**src/rtl/gbn_ram.sv**
```systemverilog
// Generic single-write, single-read RAM with registered read data.
// No dependencies.
`timescale 1ns / 1ps
module gbn_ram #(
  parameter int WIDTH = 8,
  parameter int DEPTH = 256
) (
  input  logic                     clk,
  input  logic                     we,
  input  logic [$clog2(DEPTH)-1:0] waddr,
  input  logic [WIDTH-1:0]         wdata,
  input  logic                     re,
  input  logic [$clog2(DEPTH)-1:0] raddr,
  output logic [WIDTH-1:0]         rdata
);

  logic [WIDTH-1:0] mem [DEPTH];

  always_ff @(posedge clk) begin
    if (we) begin
      mem[waddr] <= wdata;
    end
    if (re) begin
      rdata <= mem[raddr];
    end
  end

endmodule

```
**config.mk**
```make
export PLATFORM = sky130hd
export DESIGN_NAME = gbn_ram
export DESIGN_NICKNAME = d
export VERILOG_FILES = /design/src/rtl/gbn_ram.sv
export SDC_FILE = /design/constraint.sdc
export NUM_CORES = 2
export LEC_CHECK = 0
export BUFFER_PORTS_ARGS = -buffer_cell sky130_fd_sc_hd__buf_4
export CORE_MARGIN = 1
export CORE_UTILIZATION = 39
export DETAILED_ROUTE_END_ITERATION = 12
export GPL_TIMING_DRIVEN = 0
export PLACE_DENSITY_LB_ADDON = 0.05
export SLEW_MARGIN = 20
export SYNTH_ARGS = -nofsm -noshare
export SYNTH_HDL_FRONTEND = slang
export SYNTH_SLANG_ARGS = --single-unit
```
**constraint.sdc**
```tcl
create_clock -name clk -period 3 [get_ports clk]
set_clock_uncertainty 0.15 [all_clocks]
set_input_delay 0.3 -clock clk [delete_from_list [all_inputs] [get_ports clk]]
set_output_delay 0.3 -clock clk [all_outputs]
set_load 0.03 [all_outputs]
```
==> results.ini <==
[setup_path]
rr_startpoint=mem[24][3]
rr_worst_depth=6
r2r_setup_slack_ps=0
critical_path_depth=6
worstPathRequired_ps=3320
critPathBufInv=3
critPathMostFrequentCell=nor2_1
worstPathCellList=clkbuf_1, nor2_1, nand4_1, clkbuf_2, buf_16, nor2_1
r2r_end=rdata[3]
cp.arrival_ps=3450
critPathKind=in2reg
crit_path_top_delay_cell=nor2_1
startpoint_type=primary input
slowest_delay_ps=700
cp-end-kind=register
critical_path.max_fanout=10
crit_family=simple AND/OR/NAND/NOR gates

[finish]
post-route-util=0.4544
drive_gt1_frac=0.2684
fin_nets=4075
area_growth_pct=15.56
stdcell_count=6901
final_area_um2=92030
n_fill_cell=17190

[clocking]
clk_pin_slew_ps=60
htree_levels=4
cts_root_buf=clkbuf_16
cts_buffer_depth=3
cts_tree=yes
cts_buffers=219
clock_latency_ps=860
clkSinkCount=2056

[yosys]
syn-cell-area_um2=79640
yosys_warnings=0
syn_inst=3733
synth_commonest_cells=edfxtp_1 (2056), mux4_2 (454), nor2_1 (282), mux2i_1 (134), a22oi_1 (133)
synth_edf_count=2056
netlist.top_cell.by_area=edfxtp_1
async_reset_ff_frac=0
synth_seq_cells=2056
synth_cell_types=54
ys_seq_area_frac=0.7753
synth.avg_cell_area_um2=21.33
ys_dominant_reg_cell=edfxtp_1
synth_fp_nets=3760
synth_most_common_cell=edfxtp_1
synth_top_cell_area_share=0.7753
synthTopCellsByArea=edfxtp_1 (78%), mux4_2 (13%), mux2i_1 (1.7%)

[sta]
slew_violations=0
hold_violations=0
rsz0062_at_grt=true
period_share=1.043
period_minus_slack_ps=3130
slew_headroom=0.1750
setup_ws_ps=-130.1
final-setup-viol-count=97
clock.fmax_mhz=319.5
tightestPinTransition_ps=1238
whs_ps=138.8

[global_routing]
grt_pass1_wl_mm=367.8
grt_pass1_vias=40680
grt-ovfl-total=0
antenna_found_initial=20
grt_max_degree=105
grt_use_total=0.2689

[routing]
drtPass1Iterations=6
route.detailed.drc=0
vias=40990
drt-total-wl_mm=275.5
dr.first_iter.drc_count=5119
routed_via_density=5.939
routedWlPerCell_um=39.92
ant_nets=0

[min_path]
hold_class=in2reg
hp-start=re
holdPathEnd=rdata[2]
hold_path_depth=2

[status]
failed_checks=negative setup slack
status=complete, but fails checks

[power_and_ir_drop]
p_total_w=0.06156
p_leak_nw=28.38
peakVddDrop_mv=0.5620
power_density_nw_per_um2=669.0

[placement]
place_area_um2=84520
place_inst=6480
port_buffers=27
gp_congestion=0.9015
dpl.hpwl_mm=190.8

[floorplanning]
die_y_um=453.9
start_util=0.3932
io_pins=35
coreArea_um2=202500
rows=165
die_x_um=453.9
die-area_um2=206000

[flow_run]
cap_violations=0

state kept, by name, indices dropped and copies added (netlist names):
name and count:
mem 2048, rdata 8
worst max path at each step:
stage | from | to | slack, ps
after global placement | raddr[1] | rdata[1] | -3210
after floorplan | raddr[0] | rdata[2] | 470
final | waddr[3] | mem[99][5] | -130
after global routing | raddr[0] | rdata[7] | -110
after detailed placement | raddr[4] | rdata[7] | -2360
after CTS | raddr[0] | rdata[7] | -30
cells in the final DEF, fill, tap and decap left out, types with 8 or more instances in the layout:
| master | instances |
|---|---|
| a211oi_1 | 14 |
| a21oi_1 | 79 |
| a21oi_2 | 14 |
| a22o_1 | 8 |
| a22oi_1 | 132 |
| buf_12 | 17 |
| buf_16 | 29 |
| buf_2 | 31 |
| buf_4 | 75 |
| buf_6 | 24 |
| buf_8 | 21 |
| bufinv_16 | 11 |
| clkbuf_1 | 99 |
| clkbuf_16 | 223 |
| clkbuf_2 | 62 |
| clkbuf_4 | 11 |
| clkinv_1 | 53 |
| clkinv_2 | 39 |
| dlygate4sd3_1 | 9 |
| edfxtp_1 | 2056 |
| mux2i_1 | 134 |
| mux4_2 | 454 |
| nand2_1 | 31 |
| nand2b_1 | 8 |
| nand3_1 | 34 |
| nand4_1 | 10 |
| nor2_1 | 240 |
| nor2_2 | 41 |
| nor2b_1 | 30 |
| nor3_1 | 14 |
| nor4_2 | 8 |
| nor4_4 | 14 |
| o211ai_1 | 10 |
| o21ai_0 | 10 |
| o221ai_1 | 42 |
| o22ai_1 | 28 |
cell type report:
class	count	area, µm²	area share
flip-flops and latches	2056	61740	0.6709
multi-input cells	1442	17100	0.1859
clock buffers	280	5794	0.06296
well taps	2672	3343	0.03633
plain buffers	233	1627	0.01767
repair buffers	94	1486	0.01615
clock inverters	115	910.9	0.009898
diodes	7	17.52	0.0001903
inverters	2	7.507	0.00008157
power breakdown:
part,internal [W],switching (W),leakage [nW]
combinational,0.00118,0.00267,6.61
clock,0.0145,0.0115,3.28
sequential,0.0317,0.0000165,18.5
per-layer routing:
metal	vias to the layer above	global-route usage	routed length, µm
li1	16390	-	-
met1	22400	0.3805	118100
met2	1784	0.4100	125800
met3	411	0.06065	21250
met4	6	0.09248	10360
met5	-	0	32
logic make-up (layout without fill, tap and decap cells):
kind of cell | after synthesis | count (layout) | share of synthesized area
buffers and inverters | 235 | 724 | 0.01829
other | 0 | 7 | 0
muxes | 591 | 591 | 0.1460
and+or+nand+nor | 466 | 466 | 0.02625
DFF | 2056 | 2056 | 0.7753
AOI/OAI and AO/OA | 385 | 385 | 0.03416
through the flow:
step	worst slack [ps]	setup TNS (ps)
2_1_floorplan	473.9	0
3_3_place_gp	-3214	-2283170
3_5_place_dp	-2355	-973040
4_1_cts	-28.24	-28.24
5_1_grt	-105.4	-105.4
6_report	-130.1	-5408
timing repair:
action / CTS / global route
hold buffers: 9 / 0
buffers inserted: 10 / 0
hold endpoints to repair: 714 / 0
endpoints found under the setup margin: 106 / 142
pin swaps: 7 / 0
resized for setup: 142 / 39
Power figures use the tool's default switching activity.
