## src/rtl/gbn_pkg.sv

```systemverilog
// Shared types and constants for the greedy box NMS block.
// No dependencies.
`timescale 1ns / 1ps
package gbn_pkg;

  localparam int MAX_BOXES_DEF   = 256;
  localparam int NUM_CLASSES_DEF = 64;

  localparam int SCORE_W = 16;
  localparam int CLS_W   = 6;
  localparam int POS_W   = 12;
  localparam int DIM_W   = 13;
  localparam int THR_W   = 16;

  localparam logic [15:0] CONF_RST = 16'd16384;
  localparam logic [15:0] OVLP_RST = 16'd29491;

  typedef enum logic {
    REG_CONF = 1'b0,
    REG_OVLP = 1'b1
  } reg_idx_t;

  typedef struct packed {
    logic [SCORE_W-1:0] score;
    logic [CLS_W-1:0]   cls;
    logic [POS_W-1:0]   left;
    logic [POS_W-1:0]   top;
    logic [DIM_W-1:0]   w;
    logic [DIM_W-1:0]   h;
  } box_t;

  localparam int BOX_W  = $bits(box_t);
  localparam int WORD_W = BOX_W + 1;

endpackage

```

## src/rtl/gbn_iou.sv

```systemverilog
// Three-stage overlap test of a stored box against the kept box.
// Depends on gbn_pkg.
`timescale 1ns / 1ps
module gbn_iou import gbn_pkg::*; #(
  parameter int AW = 8
) (
  input  logic              clk,
  input  logic              rst_n,
  input  logic              i_v,
  input  logic [AW-1:0]     i_idx,
  input  logic              i_done,
  input  box_t              i_box,
  input  box_t              k_box,
  input  logic [THR_W-1:0]  thr,
  output logic              o_v,
  output logic [AW-1:0]     o_idx,
  output logic              o_done,
  output box_t              o_box,
  output logic              o_sup
);

  logic [2:0]    v_r;
  logic [AW-1:0] idx_r [3];
  logic [2:0]    done_r;
  box_t          box_r [3];

  logic [13:0] lo_x, lo_y, hi_x, hi_y, rk, rb, bk, bb;
  logic [13:0] ix_r, iy_r;
  logic [27:0] inter2_r, inter3_r;
  logic [25:0] ab_r, ka_r;
  logic [26:0] uni;
  logic [42:0] prod_r;

  always_comb begin
    lo_x = (k_box.left > i_box.left) ? {2'b0, k_box.left} : {2'b0, i_box.left};
    lo_y = (k_box.top > i_box.top) ? {2'b0, k_box.top} : {2'b0, i_box.top};
    rk   = {2'b0, k_box.left} + {1'b0, k_box.w};
    rb   = {2'b0, i_box.left} + {1'b0, i_box.w};
    bk   = {2'b0, k_box.top} + {1'b0, k_box.h};
    bb   = {2'b0, i_box.top} + {1'b0, i_box.h};
    hi_x = (rk < rb) ? rk : rb;
    hi_y = (bk < bb) ? bk : bb;
    uni  = {1'b0, ka_r} + {1'b0, ab_r} - inter2_r[26:0];
  end

  always_ff @(posedge clk) begin
    if (!rst_n) begin
      v_r <= '0;
    end else begin
      v_r <= {v_r[1:0], i_v};
    end
    idx_r[0]  <= i_idx;
    idx_r[1]  <= idx_r[0];
    idx_r[2]  <= idx_r[1];
    done_r    <= {done_r[1:0], i_done};
    box_r[0]  <= i_box;
    box_r[1]  <= box_r[0];
    box_r[2]  <= box_r[1];
    ix_r      <= (hi_x > lo_x) ? hi_x - lo_x : '0;
    iy_r      <= (hi_y > lo_y) ? hi_y - lo_y : '0;
    inter2_r  <= ix_r * iy_r;
    ab_r      <= box_r[0].w * box_r[0].h;
    ka_r      <= k_box.w * k_box.h;
    inter3_r  <= inter2_r;
    prod_r    <= thr * uni;
  end

  assign o_v    = v_r[2];
  assign o_idx  = idx_r[2];
  assign o_done = done_r[2];
  assign o_box  = box_r[2];
  assign o_sup  = {inter3_r, 16'b0} > {1'b0, prod_r};

endmodule

```

## config.mk

```make
export PLATFORM = sky130hd
export DESIGN_NAME = gbn_iou
export DESIGN_NICKNAME = d
export VERILOG_FILES = /design/src/rtl/gbn_pkg.sv /design/src/rtl/gbn_iou.sv
export SDC_FILE = /design/constraint.sdc
export NUM_CORES = 2
export LEC_CHECK = 0
export ABC_CLOCK_PERIOD_IN_PS = 19800
export BUFFER_PORTS_ARGS = -buffer_cell sky130_fd_sc_hd__buf_2
export CAP_MARGIN = 20
export CORE_MARGIN = 2
export CORE_UTILIZATION = 41
export CTS_BUF_LIST = sky130_fd_sc_hd__clkbuf_4 sky130_fd_sc_hd__clkbuf_8
export DETAILED_ROUTE_END_ITERATION = 7
export PLACE_DENSITY_LB_ADDON = 0.1
export RECOVER_POWER = 100
export SYNTH_ARGS = -nofsm -noshare
export SYNTH_HDL_FRONTEND = slang
export SYNTH_SLANG_ARGS = --single-unit
export TNS_END_PERCENT = 30
```

## constraint.sdc

```tcl
create_clock -name clk -period 19.8 [get_ports clk]
set_clock_uncertainty 0.15 [all_clocks]
set_input_delay 0.99 -clock clk [delete_from_list [all_inputs] [get_ports clk]]
set_output_delay 0.99 -clock clk [all_outputs]
set_load 0.05 [all_outputs]
```

==> run metrics <==
status=complete, no violations; Die ar.=0.122 sq mm; RD Place Congestion=0.835; max_cap viols=0; HPWL after DPL=100 mm; starting density of the core=41.4%; critical path required time=20.25 ns; worst skew pair latency=0.76 ns; Area after DPL=0.0512 sq mm; critical path fanouts, max=16; YS warnings=0; Slowest-stage cell, CP=clkbuf_1; highest clock rate=98.2 MHz; CTS tree=built; clk buf depth=3; number of flops mapped to enable cells by yosys=0; Die H=350 um; crit-path max cell delay=0.84 ns; Routed WL=126 mm; DR DRC count=0; H-tree Lvls=3; top-count cell post-synth=inv_1; Hold Vio Cnt, Final=0; setup tns final=0 ns; share of layout cells above drive strength 1=5.93%; routed len/inst=17.8 um; Slew Viols, Final=0; largest area contributor in the netlist=fa_1; initial antenna violation count=6; DR iter-0 viols=1493; global-route wire length before repair=203 mm; CP arrival=10.63 ns; top cells by instance count after synthesis=995 x inv_1, 763 x fa_1, 647 x nand2_1; number of global-route vias before repair=37160; routed vias/inst=4.94; Mean Syn Cell Area=9.19 sq um; CP Class=reg2reg; IO Count=255; GR Util All Layers=21.2%; Tcrit/Tclk final=51.4%; Area contributors post-synth=fa_1 31%, dfxtp_1 17%, ha_1 13%; final instance area=0.0527 sq mm; DRT antenna net count=0; Worst Hold Class=reg2reg; post-CTS setup buffer count=0; Tightest Pin Transition=1.28 ns; Post-Syn Instances=5333; largest net degree at the start of global routing=53; relative max-transition margin=13.9%; CTS Root Cell=clkbuf_8; Period minus WS final=10.18 ns; TritonRoute pass-1 iters=5; cell family with most CP delay=adder cells; Rows=126; Async S/R FF share, synth=0%; grt total ovfl=0; Setup Viol. Count Final=0; Worst Setup Start Kind=flop; Hold Buf Count CTS=0; Total Nets Final=6872; # clock sinks=425; post-synth top area share=31.2%; prevailing post-synth register cell=dfxtp_1; TritonCTS buffer count=73; clk slew on worst S/H paths=0.06 ns; Die Wd=350 um; register area share after synthesis=17.4%; Net Count, Synth=6793; Mapped Area=0.0490 sq mm; P&R area growth vs syn=7.59%; Seq cells post-synth=425; CTS resizes=0; RSZ-0062 raised after global routing=false; crit path buf inv count=8; Worst R2R Setup Slack=9.62 ns; crit end category=flop; post-synthesis cell type count=80; via count=34915; core area=0.118 sq mm; IO Port Bufs=232
[through the flow]
stage	hold slack, ns	setup slack, ns	util [%]	std cells
floorplan	0.160	11.35	-	5333
global placement	0.160	10.02	43.3	6935
detailed placement	0.162	10.05	43.3	6935
CTS	0.102	9.97	44.7	7063
global route	0.127	8.96	44.5	7067
finish	0.144	9.62	44.5	7068
[metal layers]
metal	track usage (%)	vias to the layer above	share of wire, %
met1	26.9	17293	44
met3	2.98	185	4.0
met5	0	-	0.010
met4	8.18	2	3.7
li1	-	16763	-
met2	36.5	672	48
[final timing paths]
kind	startpoint	cells past startpoint	end
max	ka_r[0]	34	prod_r[41]
min	box_r[0][26]	0	box_r[0][98]
max reg2reg	ka_r[0]	34	prod_r[41]
min reg2reg	box_r[0][26]	0	box_r[0][98]
[kinds of logic after synthesis]
kind of cell / Yosys count / share of synthesized area, %
AND/OR/NAND/NOR: 1470 / 14.6
AO/OA/AOI/OAI: 629 / 8.44
multiplexers: 61 / 1.32
flip-flops: 425 / 17.4
adder cells (fa/ha/maj): 1288 / 44.6
buffers and inverters: 1280 / 10.5
XOR/XNOR: 180 / 3.22
[layout by cell type, fill, tap and decap left out, types with 24 or more instances in the layout]
master	n
nor3_1	45
fa_1	763
mux2i_1	41
a211oi_1	24
nand4_1	24
inv_1	995
a21o_1	99
nand3_1	93
o21a_1	27
o21bai_1	31
o21ai_0	127
nand2b_1	24
buf_4	50
xnor2_1	133
clkbuf_1	141
nor2_1	144
nor2b_1	41
dfxtp_1	425
nand2_1	647
xor2_1	43
buf_2	96
a31oi_1	39
clkbuf_8	85
a21oi_1	172
and2_1	349
ha_1	525
[registers in the layout, indices dropped and copies added, names as in the netlist]
name	count
ka_r	26
iy_r	14
inter2_r	28
v_r	3
idx_r	24
ab_r	26
box_r	216
ix_r	14
prod_r	43
done_r	3
inter3_r	28
[layout make-up]
| class | count | area, sq um |
|---|---|---|
| clock inverters | 25 | 393 |
| clock buffers | 103 | 1310 |
| inverters | 995 | 3730 |
| repair buffers | 289 | 1410 |
| diodes | 3 | 7.51 |
| multi-input cells | 3628 | 35400 |
| flip-flops and latches | 425 | 8510 |
| fillers | 11867 | 65700 |
| well taps | 1600 | 2000 |
Power is not shown: default switching activity piles up to over one toggle a cycle in this logic, so the estimate is an artifact.
